`config.mk`:
```
export PLATFORM = sky130hd
export DESIGN_NAME = bresenham_line_rasterizer
export DESIGN_NICKNAME = d
export VERILOG_FILES = /design/src/hdl/blr_pkg.sv /design/src/hdl/blr_setup.sv /design/src/hdl/blr_core.sv /design/src/hdl/bresenham_line_rasterizer.sv
export SDC_FILE = /design/constraint.sdc
export NUM_CORES = 1
export LEC_CHECK = 0
export ABC_AREA = 1
export BUFFER_PORTS_ARGS = -buffer_cell sky130_fd_sc_hd__buf_2
export CORE_MARGIN = 1
export CORE_UTILIZATION = 29
export CTS_CLUSTER_DIAMETER = 30
export DETAILED_ROUTE_END_ITERATION = 16
export GPL_ROUTABILITY_DRIVEN = 0
export GPL_TIMING_DRIVEN = 0
export PLACE_DENSITY = 0.5
export SLEW_MARGIN = 20
export SYNTH_ARGS = -nofsm -noshare
export SYNTH_HDL_FRONTEND = slang
export SYNTH_SLANG_ARGS = --single-unit
```
`constraint.sdc`:
```
create_clock -name clk_i -period 21.5 [get_ports clk_i]
set_clock_uncertainty 0.05 [all_clocks]
set_input_delay 0 -clock clk_i [delete_from_list [all_inputs] [get_ports clk_i]]
set_output_delay 0 -clock clk_i [all_outputs]
set_load 0.05 [all_outputs]
```
`src/hdl/blr_pkg.sv`:
```
// Shared types and constants for the Bresenham line rasterizer.
// No dependencies; every other file in hdl/ imports this package.
package blr_pkg;

  localparam int unsigned CoordW  = 11;
  localparam int unsigned DeltaW  = 12;
  localparam int unsigned ErrW    = 13;
  localparam int unsigned ColorW  = 16;
  localparam int unsigned PixXW   = 9;
  localparam int unsigned PixYW   = 8;
  localparam int unsigned CfgIdxW = 1;
  localparam int unsigned CfgDataW = 9;

  localparam logic [PixXW-1:0]   WidthReset  = 9'd320;
  localparam logic [PixYW-1:0]   HeightReset = 8'd240;
  localparam logic signed [ErrW-1:0] ErrMax  = 13'sd4095;

  // Command codes carried in the cmd field
  typedef enum logic {
    CMD_START = 1'b0,
    CMD_TICK  = 1'b1
  } cmd_e;

  // Configuration register indexes
  typedef enum logic [CfgIdxW-1:0] {
    CFG_SCREEN_WIDTH  = 1'b0,
    CFG_SCREEN_HEIGHT = 1'b1
  } cfg_idx_e;

  // Walker state produced by the line setup
  typedef struct packed {
    logic                     steep;
    logic signed [CoordW-1:0] major_pos;
    logic signed [CoordW-1:0] major_end;
    logic [CoordW-1:0]        minor_pos;
    logic [DeltaW-1:0]        major_delta;
    logic [DeltaW-1:0]        minor_delta;
    logic signed [ErrW-1:0]   err_init;
    logic                     minor_step_neg;
  } line_t;

endpackage

```
`src/hdl/blr_setup.sv`:
```
// Line setup: steepness test, clamp to screen size, axis swap and endpoint ordering.
// Purely combinational; depends on blr_pkg.
module blr_setup (
  input  logic signed [blr_pkg::CoordW-1:0] start_x_i,
  input  logic signed [blr_pkg::CoordW-1:0] start_y_i,
  input  logic signed [blr_pkg::CoordW-1:0] end_x_i,
  input  logic signed [blr_pkg::CoordW-1:0] end_y_i,
  input  logic [blr_pkg::PixXW-1:0]         screen_width_i,
  input  logic [blr_pkg::PixYW-1:0]         screen_height_i,
  output blr_pkg::line_t                    line_o
);
  import blr_pkg::*;

  logic signed [DeltaW-1:0] ax, ay, bx, by;
  logic signed [DeltaW-1:0] dx, dy;
  logic [DeltaW-1:0]        adx, ady;
  logic signed [DeltaW-1:0] w_s, h_s;
  logic signed [DeltaW-1:0] cax, cay, cbx, cby;
  logic signed [DeltaW-1:0] p0, q0, p1, q1;
  logic signed [DeltaW-1:0] maj0, min0, maj1, min1;
  logic signed [DeltaW-1:0] dmin;
  logic [DeltaW-1:0]        mdelta;
  logic                     steep;

  always_comb begin
    ax = DeltaW'(start_x_i);
    ay = DeltaW'(start_y_i);
    bx = DeltaW'(end_x_i);
    by = DeltaW'(end_y_i);
    dx = bx - ax;
    dy = by - ay;
    adx = dx[DeltaW-1] ? DeltaW'(-dx) : DeltaW'(dx);
    ady = dy[DeltaW-1] ? DeltaW'(-dy) : DeltaW'(dy);
    // steepness is judged on the unclamped endpoints
    steep = ady > adx;

    w_s = $signed({3'b000, screen_width_i});
    h_s = $signed({4'b0000, screen_height_i});
    cax = (ax > w_s) ? w_s : ax;
    cbx = (bx > w_s) ? w_s : bx;
    cay = (ay > h_s) ? h_s : ay;
    cby = (by > h_s) ? h_s : by;

    p0 = steep ? cay : cax;
    q0 = steep ? cax : cay;
    p1 = steep ? cby : cbx;
    q1 = steep ? cbx : cby;

    if (p0 > p1) begin
      maj0 = p1;
      min0 = q1;
      maj1 = p0;
      min1 = q0;
    end else begin
      maj0 = p0;
      min0 = q0;
      maj1 = p1;
      min1 = q1;
    end

    mdelta = DeltaW'(maj1 - maj0);
    dmin   = min1 - min0;

    line_o.steep          = steep;
    line_o.major_pos      = maj0[CoordW-1:0];
    line_o.major_end      = maj1[CoordW-1:0];
    line_o.minor_pos      = min0[CoordW-1:0];
    line_o.major_delta    = mdelta;
    line_o.minor_delta    = dmin[DeltaW-1] ? DeltaW'(-dmin) : DeltaW'(dmin);
    line_o.err_init       = ErrW'(0) - $signed({2'b00, mdelta[DeltaW-1:1]});
    line_o.minor_step_neg = !(min0 < min1);
  end

endmodule

```
`src/hdl/blr_core.sv`:
```
// Line walker: holds the Bresenham state, steps it once per tick and registers the pixel.
// Depends on blr_pkg.
module blr_core (
  input  logic                          clk_i,
  input  logic                          rst_ni,
  input  logic                          fire_i,
  input  blr_pkg::cmd_e                 cmd_i,
  input  blr_pkg::line_t                line_i,
  input  logic [blr_pkg::ColorW-1:0]    color_i,
  input  logic                          out_stall_i,
  output logic                          out_valid_o,
  output logic [blr_pkg::PixXW-1:0]     pixel_x_o,
  output logic [blr_pkg::PixYW-1:0]     pixel_y_o,
  output logic [blr_pkg::ColorW-1:0]    pixel_color_o,
  output logic                          last_pixel_o
);
  import blr_pkg::*;

  logic                     busy_q, busy_d;
  logic                     out_valid_q, out_valid_d;
  line_t                    st_q, st_d;
  logic [ColorW-1:0]        color_q, color_d;
  logic [PixXW-1:0]         px_q, px_d;
  logic [PixYW-1:0]         py_q, py_d;
  logic [ColorW-1:0]        pcol_q, pcol_d;
  logic                     plast_q, plast_d;

  logic                     emit;
  logic                     last;
  logic [CoordW-1:0]        maj_u;
  logic signed [ErrW:0]     e_sum;
  logic signed [ErrW-1:0]   e_sat;

  always_comb begin
    emit  = fire_i && (cmd_i == CMD_TICK) && busy_q;
    last  = (st_q.major_pos == st_q.major_end);
    maj_u = st_q.major_pos;

    e_sum = $signed({st_q.err_init[ErrW-1], st_q.err_init})
          + $signed({2'b00, st_q.minor_delta});
    e_sat = (e_sum > $signed({1'b0, ErrMax})) ? ErrMax : e_sum[ErrW-1:0];

    busy_d  = busy_q;
    st_d    = st_q;
    color_d = color_q;
    px_d    = px_q;
    py_d    = py_q;
    pcol_d  = pcol_q;
    plast_d = plast_q;

    if (fire_i && (cmd_i == CMD_START)) begin
      // replace any line in progress
      st_d    = line_i;
      color_d = color_i;
      busy_d  = 1'b1;
    end else if (emit) begin
      px_d    = st_q.steep ? st_q.minor_pos[PixXW-1:0] : maj_u[PixXW-1:0];
      py_d    = st_q.steep ? maj_u[PixYW-1:0] : st_q.minor_pos[PixYW-1:0];
      pcol_d  = color_q;
      plast_d = last;
      if (e_sat > 0) begin
        st_d.minor_pos = st_q.minor_step_neg ? st_q.minor_pos - 1'b1
                                             : st_q.minor_pos + 1'b1;
        st_d.err_init  = e_sat - $signed({1'b0, st_q.major_delta});
      end else begin
        st_d.err_init  = e_sat;
      end
      if (last) begin
        busy_d = 1'b0;
      end else begin
        st_d.major_pos = st_q.major_pos + 1'b1;
      end
    end

    // hold a stalled beat; the top only fires when this register can take a new one
    out_valid_d = (out_valid_q && out_stall_i) || emit;
  end

  always_ff @(posedge clk_i or negedge rst_ni) begin
    if (!rst_ni) begin
      busy_q      <= 1'b0;
      out_valid_q <= 1'b0;
      st_q        <= '0;
      color_q     <= '0;
    end else begin
      busy_q      <= busy_d;
      out_valid_q <= out_valid_d;
      st_q        <= st_d;
      color_q     <= color_d;
    end
  end

  always_ff @(posedge clk_i) begin
    px_q    <= px_d;
    py_q    <= py_d;
    pcol_q  <= pcol_d;
    plast_q <= plast_d;
  end

  assign out_valid_o   = out_valid_q;
  assign pixel_x_o     = px_q;
  assign pixel_y_o     = py_q;
  assign pixel_color_o = pcol_q;
  assign last_pixel_o  = plast_q;

endmodule

```
`src/hdl/bresenham_line_rasterizer.sv`:
```
// Top level of the Bresenham line rasterizer: input register, screen-size registers,
// line setup and line walker. Depends on blr_pkg, blr_setup and blr_core.
//
// A beat with cmd = start loads two endpoints and a colour and produces no pixel; each
// later tick beat produces one pixel until the beat flagged last_pixel, after which the
// block is idle and ticks are dropped. A start while a line is being drawn replaces it.
// Endpoints above the screen size are clamped to the size itself (not size minus one);
// steepness is judged before clamping. Every beat is registered on entry and its pixel
// comes out of the walker's result register. The sustained rate is one beat per cycle
// while out_stall_i is low, as the walker's error update is combinational. The input
// side stalls only while a finished pixel is held back by out_stall_i. Write
// screen_width (index 0) and screen_height (index 1) only while idle.
module bresenham_line_rasterizer (
  input  logic                             clk_i,
  input  logic                             rst_ni,
  // configuration write port
  input  logic                             cfg_we_i,
  input  logic [blr_pkg::CfgIdxW-1:0]      cfg_idx_i,
  input  logic [blr_pkg::CfgDataW-1:0]     cfg_data_i,
  // input channel
  input  logic                             in_valid_i,
  output logic                             in_stall_o,
  input  logic                             cmd_i,
  input  logic signed [blr_pkg::CoordW-1:0] start_x_i,
  input  logic signed [blr_pkg::CoordW-1:0] start_y_i,
  input  logic signed [blr_pkg::CoordW-1:0] end_x_i,
  input  logic signed [blr_pkg::CoordW-1:0] end_y_i,
  input  logic [blr_pkg::ColorW-1:0]       line_color_i,
  // output channel
  output logic                             out_valid_o,
  input  logic                             out_stall_i,
  output logic [blr_pkg::PixXW-1:0]        pixel_x_o,
  output logic [blr_pkg::PixYW-1:0]        pixel_y_o,
  output logic [blr_pkg::ColorW-1:0]       pixel_color_o,
  output logic                             last_pixel_o
);
  import blr_pkg::*;

  // screen size registers
  logic [PixXW-1:0] width_q;
  logic [PixYW-1:0] height_q;

  // input register
  logic                     in_valid_q, in_valid_d;
  cmd_e                     cmd_q;
  logic signed [CoordW-1:0] sx_q, sy_q, ex_q, ey_q;
  logic [ColorW-1:0]        color_q;

  logic   advance;
  logic   fire;
  logic   in_accept;
  line_t  line;

  // the walker can take a beat whenever its result register is empty or draining
  assign advance    = !out_valid_o || !out_stall_i;
  assign fire       = in_valid_q && advance;
  assign in_stall_o = in_valid_q && !advance;
  assign in_accept  = in_valid_i && !in_stall_o;
  assign in_valid_d = in_accept || (in_valid_q && !advance);

  always_ff @(posedge clk_i or negedge rst_ni) begin
    if (!rst_ni) begin
      width_q    <= WidthReset;
      height_q   <= HeightReset;
      in_valid_q <= 1'b0;
    end else begin
      in_valid_q <= in_valid_d;
      if (cfg_we_i) begin
        case (cfg_idx_e'(cfg_idx_i))
          CFG_SCREEN_WIDTH:  width_q  <= cfg_data_i[PixXW-1:0];
          CFG_SCREEN_HEIGHT: height_q <= cfg_data_i[PixYW-1:0];
          default: ;
        endcase
      end
    end
  end

  // payload: load on accept, hold otherwise
  always_ff @(posedge clk_i) begin
    if (in_accept) begin
      cmd_q   <= cmd_e'(cmd_i);
      sx_q    <= start_x_i;
      sy_q    <= start_y_i;
      ex_q    <= end_x_i;
      ey_q    <= end_y_i;
      color_q <= line_color_i;
    end
  end

  blr_setup u_setup (
    .start_x_i       (sx_q),
    .start_y_i       (sy_q),
    .end_x_i         (ex_q),
    .end_y_i         (ey_q),
    .screen_width_i  (width_q),
    .screen_height_i (height_q),
    .line_o          (line)
  );

  blr_core u_core (
    .clk_i         (clk_i),
    .rst_ni        (rst_ni),
    .fire_i        (fire),
    .cmd_i         (cmd_q),
    .line_i        (line),
    .color_i       (color_q),
    .out_stall_i   (out_stall_i),
    .out_valid_o   (out_valid_o),
    .pixel_x_o     (pixel_x_o),
    .pixel_y_o     (pixel_y_o),
    .pixel_color_o (pixel_color_o),
    .last_pixel_o  (last_pixel_o)
  );

endmodule

```
==> results.yml <==
logic_synthesis:
  yosysMostFrequentCell: "nand2_1"
  synth_edf_count: 95
  synth-seq-cells: 201
  synth_cells: 1949
  synthSimpleGateAreaFrac: 0.2584
  ys.flop_type: "dfrtp_1"
  syn-cell-area_sq_mm: 0.01514
  synth_area_leaders: "edfxtp_1 (19%), dfrtp_1 (17%), nand2_1 (12%)"
  syn_area_per_cell_sq_um: 7.770
  ys_top_cells_by_count: "nand2_1 (498), inv_1 (261), o21ai_0 (172), ha_1 (124), nor2_1 (111)"
  muxShareOfSynthArea: 0.005371
  synth_xor_area_frac: 0.05486
  synthArstFlopShare: 0.5274
  ys_types: 62
  synth_top_cell_area_share: 0.1884
  seq_area_frac_synth: 0.3640
  synth_compound_area_frac: 0.1209
  yosysTopAreaCell: "edfxtp_1"
  synth_top_family_by_area: "simple AND/OR/NAND/NOR gates"
  ys_warn_count: 0
  synth.net_count: 2155
  synth_fa_ha_area_frac: 0.1104
cts:
  clk_path_buf_depth: 3
  postCtsHoldBufs: 84
  cts_inserted_buffers: 55
  htreeDepth: 2
  cts_tree: "done"
  clock-sinks: 201
  path_clk_slew_ns: 0.05
  cts_setup_buffers: 0
  clkLatencyLatePin_ns: 0.60
  cts_resized: 0
  root_buffer: "clkbuf_16"
outcome:
  status: "complete, no violations"
placement:
  post-place-ws_ns: 10.81
  hpwl_um: 36540
  io_buffers: 111
floorplanning:
  core_sq_mm: 0.05141
  die_h_um: 230.5
  dieArea_sq_mm: 0.05313
  fp-row-count: 83
  pin_count: 112
  initial_utilization: 0.2946
  die_w_um: 230.5
timing:
  rsz0062_at_grt: "false"
  setup_ws_ns: 10.69
  worstMarginPinSlew_ns: 0.9002
  finalHoldViolations: 0
  post-route-period-util: 0.5028
  slew_headroom: 0.3998
  drv_slew: 0
  setup_viol: 0
  tns_ns: 0
  max_freq_mhz: 92.51
  period_minus_slack_ns: 10.81
worst_setup_path:
  crit_fanout: 10
  max_stage_delay_ns: 0.49
  slowest_stage: "edfxtp_1"
  critPathLaunchType: "register"
  reg2reg_slack_ns: 10.69
  cp.buffers_inverters: 13
  critPathRequiredTime_ns: 21.87
  path_class: "reg2reg"
  arrival_ns: 11.18
  cp_top_family: "compound AO/OA/AOI/OAI gates"
  crit_path_frequent_cell: "nand2_1"
  critPathCaptureType: "register"
route:
  wirelength_um: 47290
  drcViolationCount: 0
  ant_nets: 0
  drt_first_pass_iters: 5
  via_count: 13830
  first_iter_violations: 869
  avgRoutedWirePerCell_um: 16.14
  via_per_inst: 4.720
finish:
  final_nets: 2410
  drive_gt1_frac: 0.1564
  area_delta_synth_final_pct: 28.22
  diodes: 0
global_route:
  grt_usage: 0.1796
  grt_pass1_vias: 13810
  overflow: 0
  antenna_found_initial: 1
  grt_pass1_wl_um: 74290
  grt_max_degree: 71
flow_run:
  max_cap_viol_count: 0
worst_hold_path:
  min_path_type: "in2reg"
## worst paths after layout
kind	start	endpoint	cells past startpoint
max	ex_q[1]	u_core.st_q[23]	58
max in group asynchronous	rst_ni	u_core.st_q[57]	4
min reg2reg	color_q[0]	u_core.color_q[0]	2
min	start_y_i[7]	sy_q[7]	2
max reg2reg	ex_q[1]	u_core.st_q[23]	58
min in group asynchronous	rst_ni	width_q[8]	3
## state kept, by name, indices dropped and copies added (netlist names), 8 cells and up
register	cells
width_q	9
color_q	16
ex_q	11
sy_q	11
u_core.color_q	16
u_core.pixel_color_o	16
u_core.pixel_y_o	8
height_q	8
ey_q	11
sx_q	11
u_core.pixel_x_o	9
u_core.maj_u	11
u_core.st_q	59
## placed cells by master (no fill, tap or decap), types with 9 or more instances in the layout
cell	instances
dlygate4sd3_1	83
nor2_1	111
edfxtp_1	95
nand2_2	38
inv_2	12
nand3_2	11
a31oi_1	9
nand4_1	17
clkbuf_16	55
nand2_1	498
o21ai_1	9
dfrtp_1	100
a21oi_1	90
xnor2_1	17
ha_1	124
nor3_1	15
inv_1	260
clkbuf_1	35
clkinv_2	12
o211ai_1	10
o221ai_1	9
xor2_1	76
nand3_1	104
o21ai_0	172
buf_2	115
or2_2	18
clkinvlp_4	9
## per-layer routing
layer  up-vias  global-route usage  wire [um]
li1       6961                   -          -
met1      6411              0.2268      21250
met2       361              0.2985      21740
met3       101             0.03187       2477
met4         0             0.08009       1831
met5         -                   0          0
## cell type report
| cell class | instances | area, sq um |
|---|---|---|
| fillers | 5270 | 31990 |
| clock inverters | 42 | 498.0 |
| plain buffers | 50 | 270.3 |
| multi-input cells | 1423 | 8328 |
| well taps | 680 | 850.8 |
| clock buffers | 62 | 1433 |
| flip-flops and latches | 201 | 5513 |
| inverters | 275 | 1036 |
| repair buffers | 198 | 1488 |
## cell families after synthesis
group                      Yosys count
muxes                                8
DFF                                201
AOI/OAI and AO/OA                  331
buffers and inverters              325
and+or+nand+nor                    860
adders and majority gates          130
xor gates and xnor gates            94
## worst register-to-register path, delay by kind of cell (launching register included)
family / cells / cell delay [ns]
simple gates: 22 / 2.53
xor+xnor: 2 / 0.33
fa+ha+maj: 4 / 1.46
flops: 1 / 0.49
compound gates: 17 / 3.56
buf+inv: 13 / 2.22
## metrics by stage
step | area [sq um] | hold slack (ns) | cells | utilization
2_1_floorplan | 15140 | -0.3456 | 1949 | -
3_3_place_gp | 16550 | 0.1259 | 2740 | 0.3219
3_5_place_dp | 16630 | -0.1013 | 2743 | 0.3236
4_1_cts | 19420 | 0.01820 | 2931 | 0.3777
5_1_grt | 19420 | 0.04666 | 2931 | 0.3777
6_report | 19420 | 0.05441 | 2931 | 0.3777
Power is left out: the tool's default activity adds up to more than one toggle a clock period on the data nets, which glitch-free logic cannot reach.
